## config.mk

```make
export PLATFORM = sky130hd
export DESIGN_NAME = bts_alu
export DESIGN_NICKNAME = d
export VERILOG_FILES = /design/src/hw/rtl/bts_alu.sv
export SDC_FILE = /design/constraint.sdc
export NUM_CORES = 1
export LEC_CHECK = 0
export ABC_AREA = 1
export ABC_CLOCK_PERIOD_IN_PS = 2090
export BUFFER_PORTS_ARGS = -buffer_cell sky130_fd_sc_hd__buf_2
export CAP_MARGIN = 20
export CORE_MARGIN = 2
export CORE_UTILIZATION = 45
export DETAILED_ROUTE_END_ITERATION = 10
export PLACE_DENSITY = 0.87
export SETUP_SLACK_MARGIN = 0.15
export SYNTH_ARGS = -nofsm -noshare
export SYNTH_HDL_FRONTEND = slang
export SYNTH_SLANG_ARGS = --single-unit
```

## constraint.sdc

```tcl
create_clock -name vclk -period 2.09
set_input_delay 0.418 -clock vclk [all_inputs]
set_output_delay 0.418 -clock vclk [all_outputs]
set_load 0.01 [all_outputs]
```

## src/hw/rtl/bts_alu.sv

```systemverilog
`timescale 1ns / 1ps
`default_nettype none

module bts_alu #(
    parameter int W = 14
) (
    input  wire logic [W-1:0] i_a,
    input  wire logic [W-1:0] i_b,
    input  wire logic         i_sub,
    output logic      [W-1:0] o_y,
    output logic              o_ge
);

    logic [W:0] sum;

    // shared add / subtract, carry out gives a >= b on subtract
    always_comb begin
        sum  = {1'b0, i_a} + {1'b0, (i_sub ? ~i_b : i_b)} + (W+1)'(i_sub);
        o_y  = sum[W-1:0];
        o_ge = sum[W];
    end

endmodule

`default_nettype wire

```

Yosys cells after proc, flatten, opt, wreduce, memory -nomap -nowiden
Cells that the tools add are included.

storage, ports and cells
  register bits after elaboration = 0
  bits of input ports = 29
  output and inout bits = 15
  logic and storage cells = 4

cells by class
  $add $sub $neg = 2
  multiplexer cells = 1
  bitwise gates (word level) = 1

operators by type and width
  kind                     number
  adder 14 x 14 -> 15 bit  1
  adder 15 x 1 -> 15 bit   1
  2-to-1 mux 14 bit        1
  inverter 14 bit          1

Logic depth before layout (Yosys ltp)
  depth after elaboration = 4
  depth in mapped cells = 12
  gate-level depth less buffers = 10

Worst setup path before layout
Ideal clock, no wire load.

  path type = input port to output port
  start point = input i_sub
  end point = output o_y[6]
  arrival = 1.822 ns
  data required time = 1.672 ns
  path slack = -0.150 ns
  cell stages on the path = 8
  path buffers = 2
  cell sequence = buf_4 buf_4 xor2_1 ha_1 nand2_1 nand3_1 a21oi_1 xnor2_1

on the way
  longest elaborated chain between the ends = 3

ends and longest elaborated chain
  item                      line  source
  from (decl)               9     input wire logic i_sub,
  2-to-1 mux 14 bit         18    sum = {1'b0, i_a} + {1'b0, (i_sub ? ~i_b : i_b)} + (W+1)'(i_sub);
  adder 14 x 14 -> 15 bit   18
  adder 15 x 1 -> 15 bit *  18
  to (decl)                 10    output logic [W-1:0] o_y,

Every way passes the cells marked *; elsewhere a longest branch is shown, timed or not.

Worst setup path in the final report
  start point = input i_sub
  end point = output o_y[13]

Same word-level chain as after synthesis.

==> results.md <==
- Floorplan core area: 0.00202 sq mm
- Number of failing setup endpoints in the final timing report: 12
- Post-Syn Nets: 223
- Wirelength per Cell: 14.4 um
- Final worst slack: -0.203 ns
- Number of hold violations in the final report: 0
- Cell area after synthesis: 992 sq um
- Via count normalized by instance count: 5.31
- Count of flip-flops and latches: 0
- Leakage power figure: 1.00 nW
- Max Cap Violations: 0
- Rows: 16
- RSZ-0062 raised after global routing: yes
- Post-Syn Instances: 178
- Startpoint type of the worst setup path: input port
- Share of synthesized area occupied by flip-flops and latches: 0
- Required time reported for the critical path endpoint: 1.67 ns
- Global route overflow: 0
- Avg Synthesized Cell Area: 5.57 sq um
- Top delay family on crit path: simple AND/OR/NAND/NOR gates
- Highest net fanout along the worst path: 7
- Number of library cell types mapped by synthesis: 17
- Number of DRC violations after detailed routing: 0
- Antenna violations before repair: 0
- Mux contribution to synthesized area: 0
- Largest area contributor in the synthesized netlist: sky130_fd_sc_hd__nand2_1
- Share of layout cells above drive strength 1: 0.551
- Post-route cell area: 0.00177 sq mm
- Wire length of the first global-routing pass: 6020 um
- Fraction of the cycle the final worst path needs: 1.10
- Post-layout instance count excluding filler cells: 274
- Count of cell instances traversed by the critical path: 12
- Post-synthesis adder-cell area fraction: 0.209
- Final worst path period need: 2.29 ns
- Gpl congestion: 0.842
- DRT Wirelength: 3940 um
- Max Fclk: 0.436 GHz
- Maximum VDD drop: 0.332 mV
- Fin Hold WS: 1.20 ns
- Die extent in x: 51.0 um
- Worst path bufs/invs: 2
- Cells taking the most area after synthesis: sky130_fd_sc_hd__nand2_1 24%, sky130_fd_sc_hd__ha_1 19%, sky130_fd_sc_hd__xor2_1 16%
- Slew HR: 0.833
- Post-layout nets: 294
- Crit-path cells: buf_16, xor2_1, ha_4, nand2_2, nor2_2, nand2_1, nand3_2, nand2_2, nand2_1, nand2_1, nand2_2, buf_6
- Share of the synthesized area in compound gates (AO/OA/AOI/OAI): 0.0429
- Type of the most critical hold path: input port to output port
- Effective utilization at floorplan: 0.491
- Cell total after placement: 268
- PD cells: 463 mW/mm^2
- Diode count: 0
- Post-synthesis share of cell area spent on xor and xnor gates: 0.177
- Via count: 1,455
- Placed wire-length estimate: 2350 um
- Y dimension of the die: 51.0 um
- Data arrival, critical path: 1.87 ns
- Commonest non-fill, non-tap cell in the layout: sky130_fd_sc_hd__nand2_1
- Syn-to-layout area delta: 78.6%
- Number of nets still failing antenna checks after routing: 0
- Critical Path Slowest Stage Cell: sky130_fd_sc_hd__ha_4
- # clk buffers: 0
- Global routing usage summed across all routing layers: 0.297
- Combinational family with the most area after synthesis: simple AND/OR/NAND/NOR gates
- Worst-Margin Slew: 0.250 ns
- IO buf count: 44
- First-pass iteration count of the detailed router: 4
- Placed standard-cell area: 0.00145 sq mm
- Largest net degree at the start of global routing: 8
- Critical path type: input port to output port
- Number of global-route vias before repair: 1,419
- Worst stage delay on the critical path: 0.27 ns
- First DRT Iteration DRCs: 66
- Endpoint type of the worst setup path: output port
- Yosys warns: 0
- Number of top-level design ports: 44
- Power consumption: 821 uW
- Number of stages on the worst hold path: 4
- Storage cell area: 0 sq um
- Number of slew-limit violations in the final report: 0
- Area fraction of the dominant cell type after synthesis: 0.242
- Outcome: finished, violations left
- Die Outline Area: 0.00260 sq mm
- Violated checks: negative setup slack
- Simple-gate area share of the yosys netlist: 0.435
- Commonest cells after routing, fill and taps aside: 41 x sky130_fd_sc_hd__nand2_1, 38 x sky130_fd_sc_hd__buf_2, 27 x sky130_fd_sc_hd__inv_1, 27 x sky130_fd_sc_hd__nand2_2, 23 x sky130_fd_sc_hd__buf_4
[where the power goes]
group          internal, mW  switching [mW]
logic                 0.388           0.432
registers                 0               0
clock network             0               0
total                 0.388           0.432
[cell type report]
class / instances / area, sq um
well taps: 27 / 33.8
repair buffers: 71 / 517
inverters: 32 / 120
multi-input cells: 144 / 1100
fillers: 106 / 250
[final timing paths]
check	slack, ns	to	startpoint
min	1.20	o_y[0]	i_a[0]
max	-0.20	o_y[13]	i_sub
[stage by stage]
step | utilization | setup WS (ns) | TNS, ns
2_1_floorplan | - | -0.0859 | -0.626
3_3_place_gp | 0.717 | -0.314 | -3.28
3_5_place_dp | 0.717 | -0.396 | -4.04
4_1_cts | 0.832 | -0.161 | -1.04
5_1_grt | 0.876 | -0.267 | -2.55
6_report | 0.876 | -0.203 | -1.80
[per-layer routing]
layer,vias to the layer above,routed length [um],track usage
met5,-,0,0
met4,0,153,0.0495
met3,24,297,0.0205
met2,100,1970,0.587
met1,651,1520,0.348
li1,680,-,-
[synthesized netlist by cell type, drive strengths merged]
| library cell | count |
|---|---|
| nand3 | 13 |
| inv | 32 |
| buf | 2 |
| fa | 1 |
| nand2 | 69 |
| xor2 | 18 |
| a21oi | 7 |
| a21o | 1 |
| nand4 | 4 |
| ha | 15 |
| xnor2 | 2 |
| nor3 | 2 |
| and2 | 1 |
| nor2 | 11 |
[cells by family (layout without fill, tap and decap cells)]
logic type	Yosys count	count (layout)
simple gates	100	100
buf+inv	34	103
xor+xnor	20	20
fa+ha+maj	16	16
compound gates	8	8
[what timing repair did]
| item | 4_1_cts | 5_1_grt |
|---|---|---|
| pin swaps | 40 | 10 |
| endpoints found under the setup margin | 14 | 13 |
| setup buffers | 4 | 1 |
| resized for setup | 39 | 18 |
| gates cloned | 1 | 0 |
| hold buffers | 0 | 0 |
Note: power is estimated with default switching activity, not from simulation.
